`src/hdl/assert_macros.svh`:
```
// ----------------------------------------------------------------------------
// Assertion macros
// Shared concurrent assertion wrappers, compiled out for synthesis.
// ----------------------------------------------------------------------------
`ifndef ASSERT_MACROS_SVH
`define ASSERT_MACROS_SVH

`ifndef SYNTHESIS

// Check that an expression holds at every clock edge out of reset
`define ASSERT_ALWAYS(lbl, clk, rst_n, expr, msg) \
  lbl: assert property (@(posedge clk) disable iff (!rst_n) (expr)) else $error(msg);

// Check that a condition implies a consequence in the same cycle
`define ASSERT_IMPLIES(lbl, clk, rst_n, ante, cons, msg) \
  lbl: assert property (@(posedge clk) disable iff (!rst_n) (ante) |-> (cons)) \
    else $error(msg);

// Check that a condition implies a consequence in the next cycle
`define ASSERT_NEXT(lbl, clk, rst_n, ante, cons, msg) \
  lbl: assert property (@(posedge clk) disable iff (!rst_n) (ante) |=> (cons)) \
    else $error(msg);

`else

`define ASSERT_ALWAYS(lbl, clk, rst_n, expr, msg)
`define ASSERT_IMPLIES(lbl, clk, rst_n, ante, cons, msg)
`define ASSERT_NEXT(lbl, clk, rst_n, ante, cons, msg)

`endif

`endif

```
`src/hdl/clcs_pkg.sv`:
```
`timescale 1ns / 1ps
// ----------------------------------------------------------------------------
// clcs_pkg
// Types, operation codes and saturating add for the CIGAR length summary.
// ----------------------------------------------------------------------------
package clcs_pkg;

  localparam int OP_W  = 4;
  localparam int LEN_W = 28;
  localparam int SUM_W = 31;

  localparam logic [SUM_W-1:0] SUM_MAX = {SUM_W{1'b1}};

  // CIGAR operation codes; codes above pad behave like none
  typedef enum logic [OP_W-1:0] {
    OP_NONE     = 4'd0,
    OP_MATCH    = 4'd1,
    OP_MISMATCH = 4'd2,
    OP_INSERT   = 4'd3,
    OP_DELETE   = 4'd4,
    OP_SKIP     = 4'd5,
    OP_SOFT     = 4'd6,
    OP_HARD     = 4'd7,
    OP_PAD      = 4'd8
  } op_code_t;

  typedef struct packed {
    logic [OP_W-1:0]  op_code;
    logic [LEN_W-1:0] run_length;
    logic             last_op;
  } item_t;

  typedef struct packed {
    logic [SUM_W-1:0] query_length;
    logic [SUM_W-1:0] reference_span;
    logic [SUM_W-1:0] reference_span_with_soft;
    logic [SUM_W-1:0] leading_clips;
    logic [SUM_W-1:0] trailing_clips;
    logic             has_indel;
  } result_t;

  // Add a run length to a sum, clamping at the largest 31-bit value
  function automatic logic [SUM_W-1:0] sat_add(input logic [SUM_W-1:0] acc,
                                               input logic [LEN_W-1:0] len);
    logic [SUM_W:0] s;
    s = {1'b0, acc} + {{(SUM_W-LEN_W+1){1'b0}}, len};
    return s[SUM_W] ? SUM_MAX : s[SUM_W-1:0];
  endfunction

endpackage

```
`src/hdl/clcs_ifs.sv`:
```
`timescale 1ns / 1ps
// ----------------------------------------------------------------------------
// clcs channel interfaces
// Valid/ready channels for CIGAR operation words and summary words.
// ----------------------------------------------------------------------------
interface clcs_in_if;
  logic                              valid;
  logic                              ready;
  logic [clcs_pkg::OP_W-1:0]         op_code;
  logic [clcs_pkg::LEN_W-1:0]        run_length;
  logic                              last_op;

  modport source (output valid, output op_code, output run_length, output last_op,
                  input ready);
  modport sink   (input valid, input op_code, input run_length, input last_op,
                  output ready);
endinterface

interface clcs_out_if;
  logic                              valid;
  logic                              ready;
  logic [clcs_pkg::SUM_W-1:0]        query_length;
  logic [clcs_pkg::SUM_W-1:0]        reference_span;
  logic [clcs_pkg::SUM_W-1:0]        reference_span_with_soft;
  logic [clcs_pkg::SUM_W-1:0]        leading_clips;
  logic [clcs_pkg::SUM_W-1:0]        trailing_clips;
  logic                              has_indel;

  modport source (output valid, output query_length, output reference_span,
                  output reference_span_with_soft, output leading_clips,
                  output trailing_clips, output has_indel, input ready);
  modport sink   (input valid, input query_length, input reference_span,
                  input reference_span_with_soft, input leading_clips,
                  input trailing_clips, input has_indel, output ready);
endinterface

```
`src/hdl/cigar_length_and_clip_summary.sv`:
```
`timescale 1ns / 1ps
// ----------------------------------------------------------------------------
// cigar_length_and_clip_summary
// Streams the CIGAR operations of reads and returns one length summary each.
//
// in_if  : one word per CIGAR operation (op_code, run_length, last_op).
// out_if : one summary word per read, sent after the word with last_op set:
//          query length, reference span, span with soft clips, leading and
//          trailing clip bases and an indel flag, each sum saturating at
//          2^31-1.
// Throughput: one operation word per cycle while no last word is held up;
// words of the next read may follow the last word of a read directly.
// Result path: the summary is folded in while the last word is in the input
// register and loads the result register when that word is consumed, which
// waits until the result register frees.
// Reset: synchronous, active low; both registers empty and all sums cleared.
// Stall: a held summary stays on out_if until taken; further non-last words
// keep flowing, and a last word waits in the input register until the
// result register frees, which then holds in_if.ready low.
// ----------------------------------------------------------------------------
module cigar_length_and_clip_summary (
  input  logic       clk,
  input  logic       rst_n,
  clcs_in_if.sink    in_if,
  clcs_out_if.source out_if
);
  import clcs_pkg::*;

  logic    stage_valid;
  item_t   stage_item;
  logic    slot_free;
  logic    adv;
  result_t result;

  // Consume the held word unless it ends a read and the result slot is busy
  assign adv = stage_valid && (!stage_item.last_op || slot_free);

  clcs_in_stage u_in_stage (
    .clk         (clk),
    .rst_n       (rst_n),
    .in_if       (in_if),
    .adv         (adv),
    .stage_valid (stage_valid),
    .stage_item  (stage_item)
  );

  clcs_accum u_accum (
    .clk    (clk),
    .rst_n  (rst_n),
    .fire   (adv),
    .item   (stage_item),
    .result (result)
  );

  clcs_out_stage u_out_stage (
    .clk       (clk),
    .rst_n     (rst_n),
    .load      (adv && stage_item.last_op),
    .result    (result),
    .slot_free (slot_free),
    .out_if    (out_if)
  );

endmodule

```
`src/hdl/clcs_in_stage.sv`:
```
`timescale 1ns / 1ps
// ----------------------------------------------------------------------------
// clcs_in_stage
// Input register: captures one operation word and holds it until consumed.
// ----------------------------------------------------------------------------
module clcs_in_stage (
  input  logic            clk,
  input  logic            rst_n,
  clcs_in_if.sink         in_if,
  input  logic            adv,
  output logic            stage_valid,
  output clcs_pkg::item_t stage_item
);
  import clcs_pkg::*;

  logic  valid_r, valid_nxt;
  item_t item_r;
  logic  load;

  // Take a new word whenever the register is empty or draining this cycle
  assign in_if.ready = !valid_r || adv;
  assign load        = in_if.valid && in_if.ready;

  always_comb begin
    valid_nxt = valid_r;
    if (load) begin
      valid_nxt = 1'b1;
    end else if (adv) begin
      valid_nxt = 1'b0;
    end
  end

  always_ff @(posedge clk) begin
    if (!rst_n) begin
      valid_r <= 1'b0;
    end else begin
      valid_r <= valid_nxt;
    end
  end

  // Hold the payload; no reset needed
  always_ff @(posedge clk) begin
    if (load) begin
      item_r.op_code    <= in_if.op_code;
      item_r.run_length <= in_if.run_length;
      item_r.last_op    <= in_if.last_op;
    end
  end

  assign stage_valid = valid_r;
  assign stage_item  = item_r;

endmodule

```
`src/hdl/clcs_accum.sv`:
```
`timescale 1ns / 1ps
// ----------------------------------------------------------------------------
// clcs_accum
// Running sums for one read; builds the summary on the last operation.
// ----------------------------------------------------------------------------
`include "assert_macros.svh"

module clcs_accum (
  input  logic              clk,
  input  logic              rst_n,
  input  logic              fire,
  input  clcs_pkg::item_t   item,
  output clcs_pkg::result_t result
);
  import clcs_pkg::*;

  logic [SUM_W-1:0] query_sum_r, query_sum_nxt;
  logic [SUM_W-1:0] ref_sum_r, ref_sum_nxt;
  logic [SUM_W-1:0] ref_soft_sum_r, ref_soft_sum_nxt;
  logic [SUM_W-1:0] lead_clip_sum_r, lead_clip_sum_nxt;
  logic             lead_closed_r, lead_closed_nxt;
  logic [SUM_W-1:0] trail_clip_sum_r, trail_clip_sum_nxt;
  logic             indel_seen_r, indel_seen_nxt;

  logic             in_query, in_ref, is_soft, is_clip, is_indel;
  logic [SUM_W-1:0] query_upd, ref_upd, ref_soft_upd, lead_upd, trail_upd;
  logic             closed_upd, indel_upd;

  // Decode the operation class
  always_comb begin
    in_query = 1'b0;
    in_ref   = 1'b0;
    is_soft  = 1'b0;
    is_clip  = 1'b0;
    is_indel = 1'b0;
    case (item.op_code)
      OP_MATCH, OP_MISMATCH: begin
        in_query = 1'b1;
        in_ref   = 1'b1;
      end
      OP_INSERT: begin
        in_query = 1'b1;
        is_indel = 1'b1;
      end
      OP_DELETE: begin
        in_ref   = 1'b1;
        is_indel = 1'b1;
      end
      OP_SKIP: begin
        in_ref = 1'b1;
      end
      OP_SOFT: begin
        in_query = 1'b1;
        is_soft  = 1'b1;
        is_clip  = 1'b1;
      end
      OP_HARD: begin
        is_clip = 1'b1;
      end
      default: begin
        // none, pad and unused codes add nothing but close the clip runs
      end
    endcase
  end

  // Sums after this operation is folded in
  always_comb begin
    query_upd    = in_query ? sat_add(query_sum_r, item.run_length) : query_sum_r;
    ref_upd      = in_ref ? sat_add(ref_sum_r, item.run_length) : ref_sum_r;
    ref_soft_upd = (in_ref || is_soft) ? sat_add(ref_soft_sum_r, item.run_length)
                                       : ref_soft_sum_r;
    indel_upd    = indel_seen_r || is_indel;
    lead_upd     = (is_clip && !lead_closed_r) ? sat_add(lead_clip_sum_r, item.run_length)
                                               : lead_clip_sum_r;
    closed_upd   = lead_closed_r || !is_clip;
    trail_upd    = is_clip ? sat_add(trail_clip_sum_r, item.run_length) : '0;
  end

  // Advance on each consumed word; clear after the last one of a read
  always_comb begin
    query_sum_nxt      = query_sum_r;
    ref_sum_nxt        = ref_sum_r;
    ref_soft_sum_nxt   = ref_soft_sum_r;
    lead_clip_sum_nxt  = lead_clip_sum_r;
    lead_closed_nxt    = lead_closed_r;
    trail_clip_sum_nxt = trail_clip_sum_r;
    indel_seen_nxt     = indel_seen_r;
    if (fire) begin
      if (item.last_op) begin
        query_sum_nxt      = '0;
        ref_sum_nxt        = '0;
        ref_soft_sum_nxt   = '0;
        lead_clip_sum_nxt  = '0;
        lead_closed_nxt    = 1'b0;
        trail_clip_sum_nxt = '0;
        indel_seen_nxt     = 1'b0;
      end else begin
        query_sum_nxt      = query_upd;
        ref_sum_nxt        = ref_upd;
        ref_soft_sum_nxt   = ref_soft_upd;
        lead_clip_sum_nxt  = lead_upd;
        lead_closed_nxt    = closed_upd;
        trail_clip_sum_nxt = trail_upd;
        indel_seen_nxt     = indel_upd;
      end
    end
  end

  always_ff @(posedge clk) begin
    if (!rst_n) begin
      query_sum_r      <= '0;
      ref_sum_r        <= '0;
      ref_soft_sum_r   <= '0;
      lead_clip_sum_r  <= '0;
      lead_closed_r    <= 1'b0;
      trail_clip_sum_r <= '0;
      indel_seen_r     <= 1'b0;
    end else begin
      query_sum_r      <= query_sum_nxt;
      ref_sum_r        <= ref_sum_nxt;
      ref_soft_sum_r   <= ref_soft_sum_nxt;
      lead_clip_sum_r  <= lead_clip_sum_nxt;
      lead_closed_r    <= lead_closed_nxt;
      trail_clip_sum_r <= trail_clip_sum_nxt;
      indel_seen_r     <= indel_seen_nxt;
    end
  end

  // Summary including the current word
  assign result.query_length             = query_upd;
  assign result.reference_span           = ref_upd;
  assign result.reference_span_with_soft = ref_soft_upd;
  assign result.leading_clips            = lead_upd;
  assign result.trailing_clips           = trail_upd;
  assign result.has_indel                = indel_upd;

  // While no non-clip op has been seen, both clip runs count the same bases
  `ASSERT_IMPLIES(a_clip_runs_match, clk, rst_n, !lead_closed_r, lead_clip_sum_r == trail_clip_sum_r, "leading and trailing clip sums differ before first non-clip op")
  // A consumed non-clip op empties the trailing clip run
  `ASSERT_NEXT(a_trail_cleared, clk, rst_n, fire && !is_clip, trail_clip_sum_r == '0, "trailing clip sum not cleared by non-clip op")
  // The last op of a read leaves the query and reference sums and both flags cleared
  `ASSERT_NEXT(a_read_cleared, clk, rst_n, fire && item.last_op, (query_sum_r == '0) && (ref_sum_r == '0) && (ref_soft_sum_r == '0) && !lead_closed_r && !indel_seen_r, "state not cleared after last op")

endmodule

```
`src/hdl/clcs_out_stage.sv`:
```
`timescale 1ns / 1ps
// ----------------------------------------------------------------------------
// clcs_out_stage
// Result register: holds one summary word until the receiver takes it.
// ----------------------------------------------------------------------------
module clcs_out_stage (
  input  logic              clk,
  input  logic              rst_n,
  input  logic              load,
  input  clcs_pkg::result_t result,
  output logic              slot_free,
  clcs_out_if.source        out_if
);
  import clcs_pkg::*;

  logic    valid_r, valid_nxt;
  result_t res_r;

  // Free when empty or when the held word leaves this cycle
  assign slot_free = !valid_r || out_if.ready;

  always_comb begin
    valid_nxt = valid_r;
    if (load) begin
      valid_nxt = 1'b1;
    end else if (out_if.ready) begin
      valid_nxt = 1'b0;
    end
  end

  always_ff @(posedge clk) begin
    if (!rst_n) begin
      valid_r <= 1'b0;
    end else begin
      valid_r <= valid_nxt;
    end
  end

  always_ff @(posedge clk) begin
    if (load) begin
      res_r <= result;
    end
  end

  assign out_if.valid                    = valid_r;
  assign out_if.query_length             = res_r.query_length;
  assign out_if.reference_span           = res_r.reference_span;
  assign out_if.reference_span_with_soft = res_r.reference_span_with_soft;
  assign out_if.leading_clips            = res_r.leading_clips;
  assign out_if.trailing_clips           = res_r.trailing_clips;
  assign out_if.has_indel                = res_r.has_indel;

endmodule
```
`src/flat_wrapper.sv`:
```
// flat-port wrapper written by rule: the top's interface ports become plain ports
module cigar_length_and_clip_summary_flat import clcs_pkg::*;
  (clk, rst_n, in_if_valid, in_if_op_code, in_if_run_length, in_if_last_op, in_if_ready, out_if_valid, out_if_query_length, out_if_reference_span, out_if_reference_span_with_soft, out_if_leading_clips, out_if_trailing_clips, out_if_has_indel, out_if_ready);
  clcs_in_if in_if_i ();
  clcs_out_if out_if_i ();
  input  logic clk;
  input  logic rst_n;
  input wire logic [$bits(in_if_i.valid)-1:0] in_if_valid;
  input wire logic [$bits(in_if_i.op_code)-1:0] in_if_op_code;
  input wire logic [$bits(in_if_i.run_length)-1:0] in_if_run_length;
  input wire logic [$bits(in_if_i.last_op)-1:0] in_if_last_op;
  output wire logic [$bits(in_if_i.ready)-1:0] in_if_ready;
  output wire logic [$bits(out_if_i.valid)-1:0] out_if_valid;
  output wire logic [$bits(out_if_i.query_length)-1:0] out_if_query_length;
  output wire logic [$bits(out_if_i.reference_span)-1:0] out_if_reference_span;
  output wire logic [$bits(out_if_i.reference_span_with_soft)-1:0] out_if_reference_span_with_soft;
  output wire logic [$bits(out_if_i.leading_clips)-1:0] out_if_leading_clips;
  output wire logic [$bits(out_if_i.trailing_clips)-1:0] out_if_trailing_clips;
  output wire logic [$bits(out_if_i.has_indel)-1:0] out_if_has_indel;
  input wire logic [$bits(out_if_i.ready)-1:0] out_if_ready;
  assign in_if_i.valid = in_if_valid;
  assign in_if_i.op_code = in_if_op_code;
  assign in_if_i.run_length = in_if_run_length;
  assign in_if_i.last_op = in_if_last_op;
  assign in_if_ready = in_if_i.ready;
  assign out_if_valid = out_if_i.valid;
  assign out_if_query_length = out_if_i.query_length;
  assign out_if_reference_span = out_if_i.reference_span;
  assign out_if_reference_span_with_soft = out_if_i.reference_span_with_soft;
  assign out_if_leading_clips = out_if_i.leading_clips;
  assign out_if_trailing_clips = out_if_i.trailing_clips;
  assign out_if_has_indel = out_if_i.has_indel;
  assign out_if_i.ready = out_if_ready;
  cigar_length_and_clip_summary u_core (.clk(clk), .rst_n(rst_n), .in_if(in_if_i), .out_if(out_if_i));
endmodule
```
`config.mk`:
```
export PLATFORM = sky130hd
export DESIGN_NAME = cigar_length_and_clip_summary_flat
export DESIGN_NICKNAME = d
export VERILOG_FILES = /design/src/hdl/clcs_pkg.sv /design/src/hdl/clcs_ifs.sv /design/src/hdl/cigar_length_and_clip_summary.sv /design/src/hdl/clcs_in_stage.sv /design/src/hdl/clcs_accum.sv /design/src/hdl/clcs_out_stage.sv /design/src/flat_wrapper.sv
export VERILOG_INCLUDE_DIRS = /design/src /design/src/hdl
export SDC_FILE = /design/constraint.sdc
export NUM_CORES = 1
export LEC_CHECK = 0
export ABC_AREA = 1
export ABC_CLOCK_PERIOD_IN_PS = 7300
export BUFFER_PORTS_ARGS = -buffer_cell sky130_fd_sc_hd__clkbuf_2
export CORE_AREA = 2 2 353 250
export DETAILED_ROUTE_END_ITERATION = 10
export DIE_AREA = 0 0 355 252
export GPL_ROUTABILITY_DRIVEN = 0
export HOLD_SLACK_MARGIN = 0.06
export PLACE_DENSITY_LB_ADDON = 0.15
export SLEW_MARGIN = 5
export SYNTH_ARGS = -nofsm -noshare
export SYNTH_HDL_FRONTEND = slang
export SYNTH_SLANG_ARGS = --single-unit
```
`constraint.sdc`:
```
create_clock -name clk -period 7.3 [get_ports clk]
set_clock_uncertainty 0.15 [all_clocks]
set_input_delay 0.365 -clock clk [delete_from_list [all_inputs] [get_ports clk]]
set_output_delay 0.365 -clock clk [all_outputs]
set_load 0.05 [all_outputs]
```
## After elaboration in Yosys (flattened, before gate mapping)

Index checks and enable logic that the tools add are counted.

- Add/subtract/negate cells: 5
- Multiply operators: 0
- Divide/modulo/power cells: 0
- Order comparisons: 0
- Equality and inequality tests: 7
- Shift operators: 0
- Mux-type cells: 26
- Bitwise operators: 0
- Reduce and logical (&&, ||, !) cells: 21

Operator list:

| cell | count |
|---|---|
| 31-bit 2-to-1 mux | 15 |
| 31-bit by 28-bit adder with 32-bit output | 5 |
| 4-bit by 3-bit equality test with 1-bit output, second input constant | 4 |
| 1-bit 2-to-1 mux | 11 |
| 4-bit by 2-bit equality test with 1-bit output, second input constant | 2 |
| 4-bit OR reduction | 2 |
| 1-bit logical OR | 6 |
| 1-bit logical NOT | 5 |
| 4-bit by 1-bit equality test with 1-bit output, second input constant | 1 |
| 1-bit logical AND | 4 |
| 2-bit nonzero test | 2 |
| 2-bit OR reduction | 2 |

- Flip-flop bits (word level): 348
- Latch bits: 0
- Bits in writable memories: 0
- Memory bits (read-only): 0
- Input bits: 37
- Output and inout port bits: 158
- Logic and storage cells: 77
- Memories kept: 0

## Logic depth before layout (Yosys ltp)

- Word-level depth: 7
- Mapped depth: 16
- Mapped depth without buffers: 15

## Cells and area by module

From an unflattened synthesis, not the netlist that was laid out.

- Cells, all modules: 3939
- Area, all modules: 25803.5 um^2

Modules (own cells, without submodules):

| module | instances | cells each | area an instance (um^2) | sequential area each (um^2) |
|---|---|---|---|---|
| clcs_accum | 1 | 3732 | 20005.4 | 3143.0 |
| clcs_out_stage | 1 | 162 | 4730.8 | 4704.5 |
| clcs_in_stage | 1 | 40 | 1042.2 | 1011.0 |
| cigar_length_and_clip_summary | 1 | 5 | 25.0 | 0.0 |

## Worst setup path after synthesis

No wires, ideal clock.

- Kind: register to register
- From: reg u_core.u_out_stage.valid_r, in the netlist u_core.u_out_stage.out_if.valid
- To: reg u_core.u_out_stage.res_r, in the netlist u_core.u_out_stage.out_if.has_indel, enable pin
- Library setup time: 0.509 ns
- Data arrival time: 3.918 ns
- Data required time: 6.641 ns
- Path slack: 2.722 ns
- Cell stages (with the launch flop): 8
- Path buffers: 0
- Clock period less this slack: 4.578 ns
- Cell sequence: dfxtp_1 > inv_1 > nor2_1 > nand2_1 > nand2_1 > inv_1 > nand2_1 > inv_1

- Word-level cells in the longest chain between the ends: 5

Ends and longest elaborated chain:

| element | line | text |
|---|---|---|
| start, declared | clcs_out_stage.sv:16 | `logic valid_r, valid_nxt;` |
| start signal, assigned | clcs_out_stage.sv:35 | `valid_r <= valid_nxt;` |
| 1-bit logical NOT | clcs_out_stage.sv:20 | `assign slot_free = !valid_r \|\| out_if.ready;` |
| 1-bit logical OR | clcs_out_stage.sv:20 |  |
| 1-bit logical OR | cigar_length_and_clip_summary.sv:36 | `assign adv = stage_valid && (!stage_item.last_op \|\| slot_free);` |
| 1-bit logical AND | cigar_length_and_clip_summary.sv:36 |  |
| 1-bit logical AND | cigar_length_and_clip_summary.sv:58 | `.load (adv && stage_item.last_op),` |
| via u_core.u_out_stage.load | clcs_out_stage.sv:9 | `input logic load,` |
| end signal, assigned | clcs_out_stage.sv:41 | `res_r <= result;` |
| end, declared | clcs_out_stage.sv:17 | `result_t res_r;` |

The timed path passes the listed nets, and every way through them passes these cells.
A chain may end at the register's enable or synchronous reset.

==> impl_metrics.toml <==
[outcome]
status = "completed"

[detailed_routing]
wirelength_um = 91560
drc = 0
dr.pass1.iters = 5
drtIter0Drc = 1793
vias = 24290
avgRoutedWirePerCell_um = 17.25
ant_nets = 0
via_per_inst = 4.576

[cts]
clock_latency_ps = 590
htree_num_levels = 2
cts_setup_buffers = 0
cts_buffers = 40
clk_pin_slew_ps = 70
root_buffer = "clkbuf_16"
clk_path_buf_depth = 3
cts_tree = "yes"
cts_sinks = 348

[synth]
ys_types = 40
synthAdderAreaFrac_pct = 7.224
synth_top_family_by_area = "simple AND/OR/NAND/NOR gates"
synth-xor-area-share_pct = 2.494
syn_nets = 4110
ys_warn_count = 0
synth_ff_type = "edfxtp_1"
synth_top_area_share_pct = 22.30
synth_edf_count = 189
synth_area_leader_cell = "nand2_1"
synth-compound-area-share_pct = 7.331
yosys.area_share.simple_pct = 36.97
synthesis.area_mm2 = 0.02563
avgSynthCellArea_um2 = 6.526
synth_cells = 3928
ys_ff_latch = 348
synthTopCellsByArea = "nand2_1 22%, edfxtp_1 22%, dfxtp_1 12%"
seq_area_frac_synth_pct = 34.56
synthMuxAreaShare_pct = 0
async_flop_share_pct = 0

[final_layout]
diodes = 0
final_area_mm2 = 0.02947
syn_to_final_growth_pct = 14.98
layout-drive-gt1-share_pct = 9.930
final-instance-count-excl-fill = 5309
layout.nets = 4311

[pwr]
powerDensity_mw_per_mm2 = 170.9
power.leakage_nw = 15.27
ir_worst_vdd_v = 0.0001387
finalPower_w = 0.005038

[floorplanning]
die_w_um = 355
placementRows = 90
die_h_um = 252
boundaryPins = 195
fp.dieArea_mm2 = 0.08946
start_util_pct = 29.87
core-area_mm2 = 0.08581

[critical_path]
required_ps = 7490
path_max_fanout = 48
arrival_ps = 4030
slowest_delay_ps = 830
cpMostUsedCell = "nand2_1"
cp_slowest_cell = "nor2_4"
cp_top_family = "simple AND/OR/NAND/NOR gates"
path_class = "flip-flop to flip-flop"
crit_chain = "ha_1 > nand2_1 > nand3_2 > nand2_1 > nand2_1 > nand2_1 > nand2_1 > nand2_1 > nand2_1 > nor2_4 > nand3_1 > and2_1"
end_kind = "flip-flop"
cp-start-kind = "flip-flop"
cp.buffers_inverters = 0

[sta]
slew_violations = 0
rsz0062_at_grt = "false"
min_period_ps = 3843
fin_crit_sh_pct = 52.64
setup_viol = 0
max_freq_mhz = 260.2
fin_ws_ps = 3457
finalHoldViolations = 0
tightest_slew_ps = 1107
fin_setup_tns_ps = 0
slew_headroom_pct = 26.00

[global_route]
grt-busiest-layer = "met1"
grt_pass1_wl_um = 137700
grt_overflow = 0
grt_pass1_vias = 22200
grt_max_degree = 156
met1_usage_pct = 31.64
met2_usage_pct = 28.43
grt_usage_pct = 20.19
met3_usage_pct = 3.255
antenna_found_initial = 6

[placed_design]
port_buffers = 194
hpwl_um = 69150
placed_cells = 5200
dpl_cell_area_mm2 = 0.02782
dp_slack_ps = 3505

[job]
cap_violations = 0

[hold_path]
hold_class = "flip-flop to flip-flop"
## placed cells by master (no fill, tap or decap), types with 3 or more instances in the layout
master / count
nand2_1: 1522
inv_1: 657
nand3_1: 296
a21oi_1: 253
nor2_1: 196
clkbuf_2: 194
edfxtp_1: 189
dfxtp_1: 159
ha_1: 140
or2_2: 112
xor2_1: 46
a21boi_0: 46
clkbuf_16: 41
and2_1: 37
dlygate4sd3_1: 37
nand4_1: 32
xnor2_1: 27
inv_2: 21
a21boi_1: 14
nor3_1: 14
nand3b_1: 13
buf_4: 13
clkbuf_1: 11
or2_1: 10
and3_1: 8
o21a_1: 8
o21ai_0: 7
fa_1: 5
clkinv_1: 5
nor2_4: 4
a21o_1: 4
nor2b_1: 4
nand2_4: 3
inv_6: 3
nor2_2: 3
bufinv_16: 3
clkinv_2: 3
clkbuf_8: 3
## area by class of cell
type,count,area (µm²)
fillers,9464,56340
multi-input cells,2814,13870
flip-flops and latches,348,8859
inverters,680,2560
repair buffers,245,1459
well taps,1150,1439
clock buffers,55,1109
clock inverters,17,172.7
## Yosys cell counts, types with 46 or more instances
| cell type | count |
|---|---|
| nand2_1 | 1523 |
| inv_1 | 659 |
| nand3_1 | 296 |
| a21oi_1 | 254 |
| nor2_1 | 198 |
| edfxtp_1 | 189 |
| dfxtp_1 | 159 |
| ha_1 | 140 |
| or2_2 | 112 |
| clkbuf_1 | 60 |
| a21boi_0 | 46 |
| xor2_1 | 46 |
## power by group
part / internal (W) / total [W] / switching (W)
Sequential: 0.00213 / 0.00220 / 0.0000757
Clock: 0.00117 / 0.00206 / 0.000884
Combinational: 0.000234 / 0.000779 / 0.000544
Total: 0.00353 / 0.00504 / 0.00150
## through the flow
stage / hold slack, ps / util (%)
floorplan: 282.8 / -
global placement: 297.6 / 32.42
detailed placement: 304.7 / 32.42
CTS: 307.9 / 34.35
global route: 331.2 / 34.35
finish: 312.3 / 34.35
## kinds of logic after synthesis
group | count (synthesis)
AOI/OAI and AO/OA | 338
xor gates and xnor gates | 73
adders and majority gates | 145
buffers and inverters | 766
DFF | 348
and+or+nand+nor | 2258
## worst reg2reg max path: stages, from the launching register on
cell and delay [ps]:
edfxtp_1 820, ha_1 450, nand2_1 130, nand3_2 140, nand2_1 100, nand2_1 110
nand2_1 90, nand2_1 90, nand2_1 70, nand2_1 100, nor2_4 830, nand3_1 280
and2_1 220
## per-layer routing
layer	vias up	share of wire, %
met5	-	0
li1	12630	-
met1	11010	53
met3	78	5.8
met4	0	2.0
met2	575	39
## state kept, by name (all words and copies together), names as in the netlist
signal / flops
u_core.u_accum.indel_seen_r: 1
u_core.u_accum.lead_clip_sum_r: 31
u_core.u_accum.lead_closed_r: 1
u_core.u_accum.query_sum_r: 31
u_core.u_accum.ref_soft_sum_r: 31
u_core.u_accum.ref_sum_r: 31
u_core.u_accum.trail_clip_sum_r: 31
u_core.u_in_stage.stage_item: 33
u_core.u_in_stage.stage_valid: 1
u_core.u_out_stage.out_if.has_indel: 1
u_core.u_out_stage.out_if.leading_clips: 31
u_core.u_out_stage.out_if.query_length: 31
u_core.u_out_stage.out_if.reference_span: 31
u_core.u_out_stage.out_if.reference_span_with_soft: 31
u_core.u_out_stage.out_if.trailing_clips: 31
u_core.u_out_stage.out_if.valid: 1
## worst paths after layout
check | startpoint | end | slack, ps | cells past startpoint
hold reg to reg | u_core.u_accum.lead_closed_r$_SDFFE_PN0P_ | u_core.u_accum.lead_closed_r$_SDFFE_PN0P_ | 310 | 2
setup / recovery | u_core.u_in_stage.stage_item[3]$_DFFE_PP_ | u_core.u_out_stage.out_if.reference_span[17]$_DFFE_PP_ | 3460 | 12
setup reg to reg | u_core.u_in_stage.stage_item[3]$_DFFE_PP_ | u_core.u_out_stage.out_if.reference_span[17]$_DFFE_PP_ | 3460 | 12
hold / removal | u_core.u_accum.lead_closed_r$_SDFFE_PN0P_ | u_core.u_accum.lead_closed_r$_SDFFE_PN0P_ | 310 | 2
## what timing repair did
item / CTS / global route
hold buffers: 37 / 0
setup endpoints to repair: 0 / 0
hold endpoints to repair: 37 / 0
gates resized for setup: 0 / 0
Note: power is estimated with default switching activity, not from simulation.
